**config.mk**
```make
export PLATFORM = sky130hd
export DESIGN_NAME = plane_overlay_palette_manager_core
export DESIGN_NICKNAME = d
export VERILOG_FILES = /design/src/rtl/popm_pkg.sv /design/src/rtl/popm_ctrl.sv /design/src/rtl/popm_dp.sv /design/src/rtl/plane_overlay_palette_manager_core.sv
export VERILOG_INCLUDE_DIRS = /design/src /design/src/rtl
export SDC_FILE = /design/constraint.sdc
export NUM_CORES = 1
export LEC_CHECK = 0
export BUFFER_PORTS_ARGS = -buffer_cell sky130_fd_sc_hd__buf_4
export CELL_PAD_IN_SITES_DETAIL_PLACEMENT = 0
export CELL_PAD_IN_SITES_GLOBAL_PLACEMENT = 1
export CORE_MARGIN = 1.5
export CORE_UTILIZATION = 56
export CTS_BUF_LIST = sky130_fd_sc_hd__clkbuf_4 sky130_fd_sc_hd__clkbuf_8
export CTS_CLUSTER_DIAMETER = 60
export DETAILED_ROUTE_END_ITERATION = 6
export PLACE_DENSITY = 0.86
export SYNTH_ARGS = -nofsm -noshare
export SYNTH_HDL_FRONTEND = slang
export SYNTH_SLANG_ARGS = --single-unit
```
**constraint.sdc**
```tcl
create_clock -name clk -period 8.35 [get_ports clk]
set_input_delay 1.67 -clock clk [delete_from_list [all_inputs] [get_ports clk]]
set_output_delay 1.67 -clock clk [all_outputs]
set_load 0.005 [all_outputs]
```
**src/rtl/plane_overlay_palette_manager_core_assert.svh**
```systemverilog
// Assertion macros shared by the RTL; every check is clocked on clk and
// held off while rst is high.
`ifndef PLANE_OVERLAY_PALETTE_MANAGER_CORE_ASSERT_SVH
`define PLANE_OVERLAY_PALETTE_MANAGER_CORE_ASSERT_SVH

// Same-cycle implication.
`define POPM_ASSERT_NOW(label, cond, conseq, msg) \
  label: assert property (@(posedge clk) disable iff (rst) (cond) |-> (conseq)) \
    else $error(msg);

// Next-cycle implication.
`define POPM_ASSERT_NEXT(label, cond, conseq, msg) \
  label: assert property (@(posedge clk) disable iff (rst) (cond) |=> (conseq)) \
    else $error(msg);

`endif

```
**src/rtl/popm_pkg.sv**
```systemverilog
package popm_pkg;

  localparam int NUM_PLANES_DEF = 4;
  localparam int PLANES_MAX     = 4;

  localparam int FUNC_W  = 2;
  localparam int PLANE_W = 3;
  localparam int CHAN_W  = 4;
  localparam int COLOR_W = 12;
  localparam int SLOT_W  = 4;

  localparam int S_TDATA_W = 16;
  localparam int S_TUSER_W = FUNC_W;
  localparam int M_TDATA_W = 16;
  localparam int M_TUSER_W = 2;

  localparam logic [FUNC_W-1:0] FUNC_SET    = 2'd0;
  localparam logic [FUNC_W-1:0] FUNC_SHOW   = 2'd1;
  localparam logic [FUNC_W-1:0] FUNC_HIDE   = 2'd2;
  localparam logic [FUNC_W-1:0] FUNC_UNUSED = 2'd3;

  typedef enum logic [1:0] {
    ST_IDLE,
    ST_PREP,
    ST_WALK,
    ST_BAD
  } popm_state_t;

  typedef struct packed {
    logic load;
    logic prep;
    logic emit;
    logic emit_bad;
  } dp_cmd_t;

  typedef struct packed {
    logic in_ignore;
    logic in_bad;
    logic pend_empty;
    logic out_free;
  } dp_stat_t;

endpackage

```
**src/rtl/popm_ctrl.sv**
```systemverilog
module popm_ctrl (
  input  logic              clk,
  input  logic              rst,
  input  logic              s_tvalid,
  output logic              s_tready,
  input  popm_pkg::dp_stat_t stat,
  output popm_pkg::dp_cmd_t  cmd,
  output popm_pkg::popm_state_t state
);
  import popm_pkg::*;

  popm_state_t state_next;
  logic        accept;

  assign accept = s_tvalid && (state == ST_IDLE);

  always_ff @(posedge clk) begin
    if (rst) begin
      state <= ST_IDLE;
    end else begin
      state <= state_next;
    end
  end

  always_comb begin
    state_next = state;
    case (state)
      ST_IDLE: begin
        if (accept && !stat.in_ignore) begin
          state_next = stat.in_bad ? ST_BAD : ST_PREP;
        end
      end
      ST_PREP: state_next = ST_WALK;
      ST_WALK: begin
        if (stat.pend_empty) begin
          state_next = ST_IDLE;
        end
      end
      ST_BAD: begin
        if (stat.out_free) begin
          state_next = ST_IDLE;
        end
      end
      default: state_next = ST_IDLE;
    endcase
  end

  always_comb begin
    cmd      = '0;
    s_tready = 1'b0;
    case (state)
      ST_IDLE: begin
        s_tready = 1'b1;
        cmd.load = accept && !stat.in_ignore && !stat.in_bad;
      end
      ST_PREP: cmd.prep = 1'b1;
      ST_WALK: cmd.emit = !stat.pend_empty && stat.out_free;
      ST_BAD:  cmd.emit_bad = stat.out_free;
      default: cmd = '0;
    endcase
  end

endmodule

```
**src/rtl/popm_dp.sv**
```systemverilog
module popm_dp #(
  parameter int NUM_PLANES = popm_pkg::NUM_PLANES_DEF
) (
  input  logic                            clk,
  input  logic                            rst,
  input  popm_pkg::dp_cmd_t               cmd,
  output popm_pkg::dp_stat_t              stat,
  input  logic [popm_pkg::S_TDATA_W-1:0]  s_tdata,
  input  logic [popm_pkg::S_TUSER_W-1:0]  s_tuser,
  output logic                            m_tvalid,
  input  logic                            m_tready,
  output logic [popm_pkg::M_TDATA_W-1:0]  m_tdata,
  output logic [popm_pkg::M_TUSER_W-1:0]  m_tuser,
  output logic                            m_tlast
);
  import popm_pkg::*;

  localparam int PLANE_SLOTS = 1 << NUM_PLANES;
  localparam int SLOT_IW     = NUM_PLANES;
  localparam int PIDX_W      = $clog2(NUM_PLANES + 1);

  function automatic logic [PLANE_W-1:0] top_plane(input logic [PLANES_MAX-1:0] bits);
    logic [PLANE_W-1:0] r;
    r = '0;
    for (int p = 0; p < PLANES_MAX; p++) begin
      if (bits[p]) r = PLANE_W'(p + 1);
    end
    return r;
  endfunction

  // Input item unpacking
  logic [FUNC_W-1:0]  in_func;
  logic [PLANE_W-1:0] in_plane;
  logic [COLOR_W-1:0] in_color;
  logic [NUM_PLANES-1:0] in_bit;

  assign in_func  = s_tuser;
  assign in_plane = s_tdata[2:0];
  assign in_color = {s_tdata[14:11], s_tdata[10:7], s_tdata[6:3]};
  assign in_bit   = NUM_PLANES'(1) << (in_plane - PLANE_W'(1));

  // State
  logic [COLOR_W-1:0]    plane_color [NUM_PLANES+1];
  logic [PLANE_W-1:0]    slot_owner  [PLANE_SLOTS];
  logic [NUM_PLANES-1:0] shown_planes;
  logic [FUNC_W-1:0]     item_func;
  logic [PLANE_W-1:0]    item_plane;
  logic [PLANE_SLOTS-1:0] pend;
  logic [PLANE_SLOTS-1:0] pend_next;

  // Walk selection
  logic [SLOT_IW-1:0]     sel;
  logic [PLANE_SLOTS-1:0] sel_rest;
  logic [PLANE_W-1:0]     sel_tgt;
  logic [COLOR_W-1:0]     sel_color;
  logic                   is_set;

  assign is_set = (item_func == FUNC_SET);

  assign stat.in_ignore  = (in_func == FUNC_UNUSED);
  assign stat.in_bad     = (in_plane == '0) || (in_plane > PLANE_W'(NUM_PLANES));
  assign stat.pend_empty = (pend == '0);
  assign stat.out_free   = !m_tvalid || m_tready;

  always_comb begin
    pend_next = '0;
    for (int i = 1; i < PLANE_SLOTS; i++) begin
      if (is_set) begin
        pend_next[i] = (top_plane(PLANES_MAX'(i)) == item_plane);
      end else begin
        pend_next[i] = slot_owner[i] !=
                       top_plane(PLANES_MAX'(i) & PLANES_MAX'(shown_planes));
      end
    end
  end

  // Lowest pending slot goes first
  always_comb begin
    sel = '0;
    for (int i = PLANE_SLOTS - 1; i >= 0; i--) begin
      if (pend[i]) sel = SLOT_IW'(i);
    end
    sel_rest  = pend & ~(PLANE_SLOTS'(1) << sel);
    sel_tgt   = is_set ? item_plane
                       : top_plane(PLANES_MAX'(sel) & PLANES_MAX'(shown_planes));
    sel_color = plane_color[PIDX_W'(sel_tgt)];
  end

  always_ff @(posedge clk) begin
    if (rst) begin
      shown_planes <= '0;
      pend         <= '0;
      for (int p = 0; p <= NUM_PLANES; p++) plane_color[p] <= '0;
      for (int i = 0; i < PLANE_SLOTS; i++) slot_owner[i] <= '0;
    end else begin
      if (cmd.load) begin
        case (in_func)
          FUNC_SET: begin
            plane_color[PIDX_W'(in_plane)] <= in_color;
            shown_planes <= shown_planes | in_bit;
          end
          FUNC_SHOW: shown_planes <= shown_planes | in_bit;
          FUNC_HIDE: shown_planes <= shown_planes & ~in_bit;
          default:   shown_planes <= shown_planes;
        endcase
      end
      if (cmd.prep) begin
        pend <= pend_next;
      end else if (cmd.emit) begin
        pend            <= sel_rest;
        slot_owner[sel] <= sel_tgt;
      end
    end
  end

  always_ff @(posedge clk) begin
    if (cmd.load) begin
      item_func  <= in_func;
      item_plane <= in_plane;
    end
  end

  // Output register
  always_ff @(posedge clk) begin
    if (rst) begin
      m_tvalid <= 1'b0;
    end else if (cmd.emit || cmd.emit_bad) begin
      m_tvalid <= 1'b1;
    end else if (m_tready) begin
      m_tvalid <= 1'b0;
    end
  end

  always_ff @(posedge clk) begin
    if (cmd.emit) begin
      m_tdata <= {sel_color, SLOT_W'(sel)};
      m_tuser <= 2'b01;
      m_tlast <= (sel_rest == '0);
    end else if (cmd.emit_bad) begin
      m_tdata <= '0;
      m_tuser <= 2'b10;
      m_tlast <= 1'b1;
    end
  end

endmodule

```
**src/rtl/plane_overlay_palette_manager_core.sv**
```systemverilog
// Plane overlay palette manager.
// Input channel (s_*): one command per transaction. tuser carries the
// command (set colour, show plane, hide plane); tdata carries the plane
// number and the red, green and blue intensities.
// Output channel (m_*): one palette write per transaction, tlast on the
// final write of a command. A plane outside the configured range yields a
// single flagged transaction with no write; an unused command code yields
// nothing.
// After a command is accepted, its pending slots are found by the scan and
// each write then passes through the output register, one write per cycle
// while the output is not stalled. A command occupies the block for the
// scan and for its slot walk through the owner table, one write per pending
// slot (at most 15), until no slot is pending and the controller goes idle.
// s_tready is high only while the controller is idle.
// Reset: all plane colours black, every slot owned by no plane, no plane
// shown, output channel empty.
// Stall: a held result stays in the output register; the slot walk pauses
// until the register frees, so no write is lost or repeated.
module plane_overlay_palette_manager_core #(
  parameter int NUM_PLANES = popm_pkg::NUM_PLANES_DEF
) (
  input  logic                            clk,
  input  logic                            rst,
  input  logic                            s_tvalid,
  output logic                            s_tready,
  // [2:0] plane, [6:3] red, [10:7] green, [14:11] blue, [15] zero
  input  logic [popm_pkg::S_TDATA_W-1:0]  s_tdata,
  // [1:0] func
  input  logic [popm_pkg::S_TUSER_W-1:0]  s_tuser,
  output logic                            m_tvalid,
  input  logic                            m_tready,
  // [3:0] vlt_slot, [15:4] color_word
  output logic [popm_pkg::M_TDATA_W-1:0]  m_tdata,
  // [0] write_valid, [1] bad_plane
  output logic [popm_pkg::M_TUSER_W-1:0]  m_tuser,
  output logic                            m_tlast
);
  import popm_pkg::*;

  `include "plane_overlay_palette_manager_core_assert.svh"

  dp_cmd_t     cmd;
  dp_stat_t    stat;
  popm_state_t state;

  // Sequence the command: accept, scan, walk pending slots
  popm_ctrl u_ctrl (
    .clk      (clk),
    .rst      (rst),
    .s_tvalid (s_tvalid),
    .s_tready (s_tready),
    .stat     (stat),
    .cmd      (cmd),
    .state    (state)
  );

  // Hold colours, owners, shown mask and the output register
  popm_dp #(
    .NUM_PLANES (NUM_PLANES)
  ) u_dp (
    .clk      (clk),
    .rst      (rst),
    .cmd      (cmd),
    .stat     (stat),
    .s_tdata  (s_tdata),
    .s_tuser  (s_tuser),
    .m_tvalid (m_tvalid),
    .m_tready (m_tready),
    .m_tdata  (m_tdata),
    .m_tuser  (m_tuser),
    .m_tlast  (m_tlast)
  );

  // A command that does work keeps the input closed in the next cycle
  `POPM_ASSERT_NEXT(a_busy_after_cmd,
                    s_tvalid && s_tready && s_tuser != FUNC_UNUSED,
                    !s_tready, "input open while command in progress")
  // A bad-plane result is a lone, non-write transaction
  `POPM_ASSERT_NOW(a_bad_alone, m_tvalid && m_tuser[1], m_tlast && !m_tuser[0],
                   "bad-plane result malformed")
  // Finished walk returns to idle
  `POPM_ASSERT_NEXT(a_walk_done, state == ST_WALK && stat.pend_empty, s_tready,
                    "walk did not return to idle")

endmodule
```
==> out/summary.md <==
The number of synthesized register bits is 188. Critical setup path kind: reg -> reg. For this design the static power due to leakage is 3.79 nW.

By instance count, the leading cell after synthesis is sky130_fd_sc_hd__edfxtp_1. For this run the aggregate overflow at the end of global routing stands at 0. The post-synthesis to final-layout area growth is 10.8%, and the sequential share of power is 53.9%. Slew at the pin with the worst max-slew slack: 1.11 ns.

The number of flops mapped to enable cells by yosys was 163. The worst register-to-register path begins at u_dp.pend[7]. Final hold analysis gives a worst-case slack of 0.496 ns. The start point of the worst min-delay path is u_dp.m_tuser[1]. The worst path required time is 8.56 ns. The internal power consumption was 1.47 mW; the per-cell routed wire length was 20.1 um. Port buffering added 41 buffers.

Once detailed placement completed, the half-perimeter wirelength came to 14700 um. Cell count of the worst hold path: 1. The via count of the first global-routing pass is 6279. STA puts the critical path data arrival time at 4.36 ns. The proportion of synthesized flip-flops having asynchronous set or reset was 0%.

For the count of cell types in the netlist, the log shows 67. The run gives 17 as the number of buffers added by the clock tree synthesis step. Each instance of the synthesized netlist takes up on average 11.5 um2. In this run, the clock network consumes 29.3% of the power.

Per report_power, the combinational group accounts for 16.8% of the total. The tools report the final number of max-transition violations as 0. The path class of the tightest hold or removal check is reg -> reg.

TritonCTS built the clock tree. The yosys synthesis warning count was 0. The net switching power of the design was 0.602 mW. For the number of filler instances in the final layout, the log shows 1275. The net switching fraction of the power is 29.1%. The commonest cells after synthesis are sky130_fd_sc_hd__edfxtp_1, sky130_fd_sc_hd__nor2_1, sky130_fd_sc_hd__and2_1. The floorplan step set the die height to 131 um. Based on the critical path, the design can be clocked at up to 241 MHz.

The pin count of the biggest net entering global routing came out at 60. The run gives 0 as the post-cts hold buffer count. Of the synthesized area, sequential elements account for 58.4%. Proportion of netlist area held by the largest area contributor: 53.0%.

Across the run, the number of max-cap violations was 0. Wires add up to 22000 um. The headroom to the max-slew limit was 25.5%; the post-synth design cell area was 9240 um2. Setup repair after global routing left no endpoint under its margin.

After technology mapping, the gate count stands at 805. The floorplan step defined a die boundary enclosing 17300 um2. The synthesized design spends more area on one cell type than any other, namely sky130_fd_sc_hd__edfxtp_1.

The number of nets with antenna violations after detailed routing is 0, and the stage delay of the slowest cell on the critical path is 0.72 ns. After layout, the worst path uses 49.8% of the clock period. The proportion of layout cells with a drive suffix above 1 was 14.6%. The run gives 0.0154 ns as the worst clock skew on the final layout. Primary flip-flop cell chosen by synthesis mapping: sky130_fd_sc_hd__edfxtp_1. By area the synthesized netlist is led by sky130_fd_sc_hd__edfxtp_1, sky130_fd_sc_hd__dfxtp_1, sky130_fd_sc_hd__nor2_1. The run gives 0 as the buffer count from post-CTS setup fixing.

The initialized floorplan defines 46 standard-cell rows. For this configuration, the core starts out at a cell density of 57.7%. The weighted congestion reported at the end of routability-driven placement was 0.828. Power density over the cells: 202 nW/um2. In this run the clock root is driven by a sky130_fd_sc_hd__clkbuf_8. At the end of the flow the core is filled with cells to 64.0%.

The total count of hold-check failures in the final report came out at 0. The slowest cell on the critical path was sky130_fd_sc_hd__a21oi_4. Setup total negative slack on the finished layout was measured at 0 ns. The total number of H-tree levels was 4.

Reg-to-reg critical path endpoint: u_dp.m_tdata[6]. The run gives 0 as the number of instances resized during post-cts repair. Broken down by cell family, the worst path's largest delay share belongs to compound AO/OA/AOI/OAI gates. The run finished with clean final reports. The tools report the I/O pin count as 43.

After clock tree synthesis, the clock-pin slew on the worst setup and hold paths is 0.09 ns. The tools report the number of antenna diodes as 0. The number of DRC markers in iteration 0 came out at 670.

For the finished layout, the period the worst path requires is 4.16 ns. The tools report the endpoint class of the critical path as a flip-flop. The first global-routing pass estimated 34200 um of wire.

The path with the worst hold slack has its endpoint at u_dp.m_tuser[1]. The run gives 0.121 mV as the highest ir drop seen on vdd. The number of cells on the worst reg-to-reg path is 8. The run gives 5 as the number of search-and-repair iterations in the first detailed-routing pass. The clock passes through at most 2 buffers. The number of clock sinks is 188, and the overall die width is 131 um. Initial antenna violation count: 1. In the routed design, unresolved DRC markers number 0. The run gives 4.19 ns as the flop-to-flop setup slack.

The run gives 26.3% as the total global-route track usage. The signal on the critical path passes through or4_1 -> a211oi_2 -> a21o_2 -> a21oi_2 -> a21oi_4 -> buf_4 -> mux2_4 -> nor4_2. The number of vias per cell was 5.98; the sum of buffers and inverters on the critical path was 1.

Along the worst path, the maximum fanout reaches 25. The routed layout has 6562 vias. The later pin in the worst-skew pair is clocked with a latency of 0.48 ns.

The worst setup path is launched from a flip-flop. Setup violations remaining at the end of the flow were counted as 0. Core outline area: 16000 um2. For the number of nets in the layout, the log shows 890.
## metrics by stage
stage,power (mW),cell area (um2),std cells,setup slack [ns]
2_1_floorplan,1.35,9410,852,5.01
3_3_place_gp,1.47,9840,1065,4.16
3_5_place_dp,1.47,9840,1065,4.07
4_1_cts,2.07,10200,1097,4.26
5_1_grt,2.14,10200,1097,4.05
6_report,2.07,10200,1097,4.19
## sequential cells by signal, indices dropped and copies added (netlist names), named ones only
register          count
u_dp.m_tlast          1
u_dp.item_func        2
u_dp.plane_color     96
u_dp.m_tuser          2
u_dp.item_plane       3
u_dp.pend            16
u_ctrl.state          2
u_dp.m_tvalid         1
u_dp.m_tdata         16
u_dp.slot_owner      45
## worst max path at each step
| stage | cells after the start | slack, ns | start | endpoint |
|---|---|---|---|---|
| after global placement | 7 | 4.16 | s_tuser[1] | u_dp.plane_color[1][11] |
| after CTS | 8 | 4.26 | u_dp.pend[7] | u_dp.m_tdata[6] |
| final | 8 | 4.19 | u_dp.pend[7] | u_dp.m_tdata[6] |
| after global routing | 8 | 4.05 | u_dp.pend[7] | u_dp.m_tdata[15] |
| after detailed placement | 7 | 4.07 | s_tuser[1] | u_dp.plane_color[1][11] |
| after floorplan | 7 | 5.01 | m_tready | u_dp.slot_owner[8][0] |
## metal layers
layer / track usage [%] / share of wire (%) / vias to the layer above
li1: - / - / 3075
met1: 38.1 / 46 / 3268
met2: 40.3 / 46 / 193
met3: 5.09 / 6.4 / 26
met4: 7.78 / 1.3 / 0
met5: 0 / 0 / -
## power groups by stage
stage                     clock network, mW  registers (mW)  logic (mW)
after global placement                    0            1.13       0.336
final                                 0.606            1.11       0.347
after CTS                             0.612            1.11       0.341
after detailed placement                  0            1.14       0.340
after floorplan                           0            1.12       0.228
after global routing                  0.647            1.12       0.374
## cells in the final DEF (no fill, tap or decap), types with 18 or more instances in the layout
cell / n
sky130_fd_sc_hd__edfxtp_1: 163
sky130_fd_sc_hd__nor2_1: 96
sky130_fd_sc_hd__buf_4: 52
sky130_fd_sc_hd__and2_1: 51
sky130_fd_sc_hd__conb_1: 48
sky130_fd_sc_hd__nand2_1: 46
sky130_fd_sc_hd__nand3b_1: 29
sky130_fd_sc_hd__a211oi_1: 27
sky130_fd_sc_hd__nor3_1: 25
sky130_fd_sc_hd__dfxtp_1: 25
sky130_fd_sc_hd__nand2b_1: 23
sky130_fd_sc_hd__inv_1: 23
sky130_fd_sc_hd__a31oi_1: 18
## worst register-to-register path, delay by kind of cell (launching register included)
kind | cells | cell delay [ns]
DFF | 1 | 0.41
muxes | 1 | 0.36
and+or+nand+nor | 2 | 1.14
AOI/OAI and AO/OA | 4 | 1.50
buffers and inverters | 1 | 0.49
## layout make-up
cell class | count | area, um2 | area share, %
sequential | 188 | 5400 | 52.7
multi-input combinational | 585 | 3690 | 36.1
timing repair buffer | 52 | 390 | 3.81
tap | 216 | 270 | 2.64
clock buffer | 18 | 241 | 2.36
clock inverter | 14 | 156 | 1.53
inverter | 24 | 90.1 | 0.880
## kinds of logic after synthesis
family          synth area share [%]
flops                           58.4
simple gates                    20.7
mux                             3.58
compound gates                  12.4
xor+xnor                        1.33
other cells                   0.0406
buf+inv                         3.58
(Power assumes the default switching activity.)
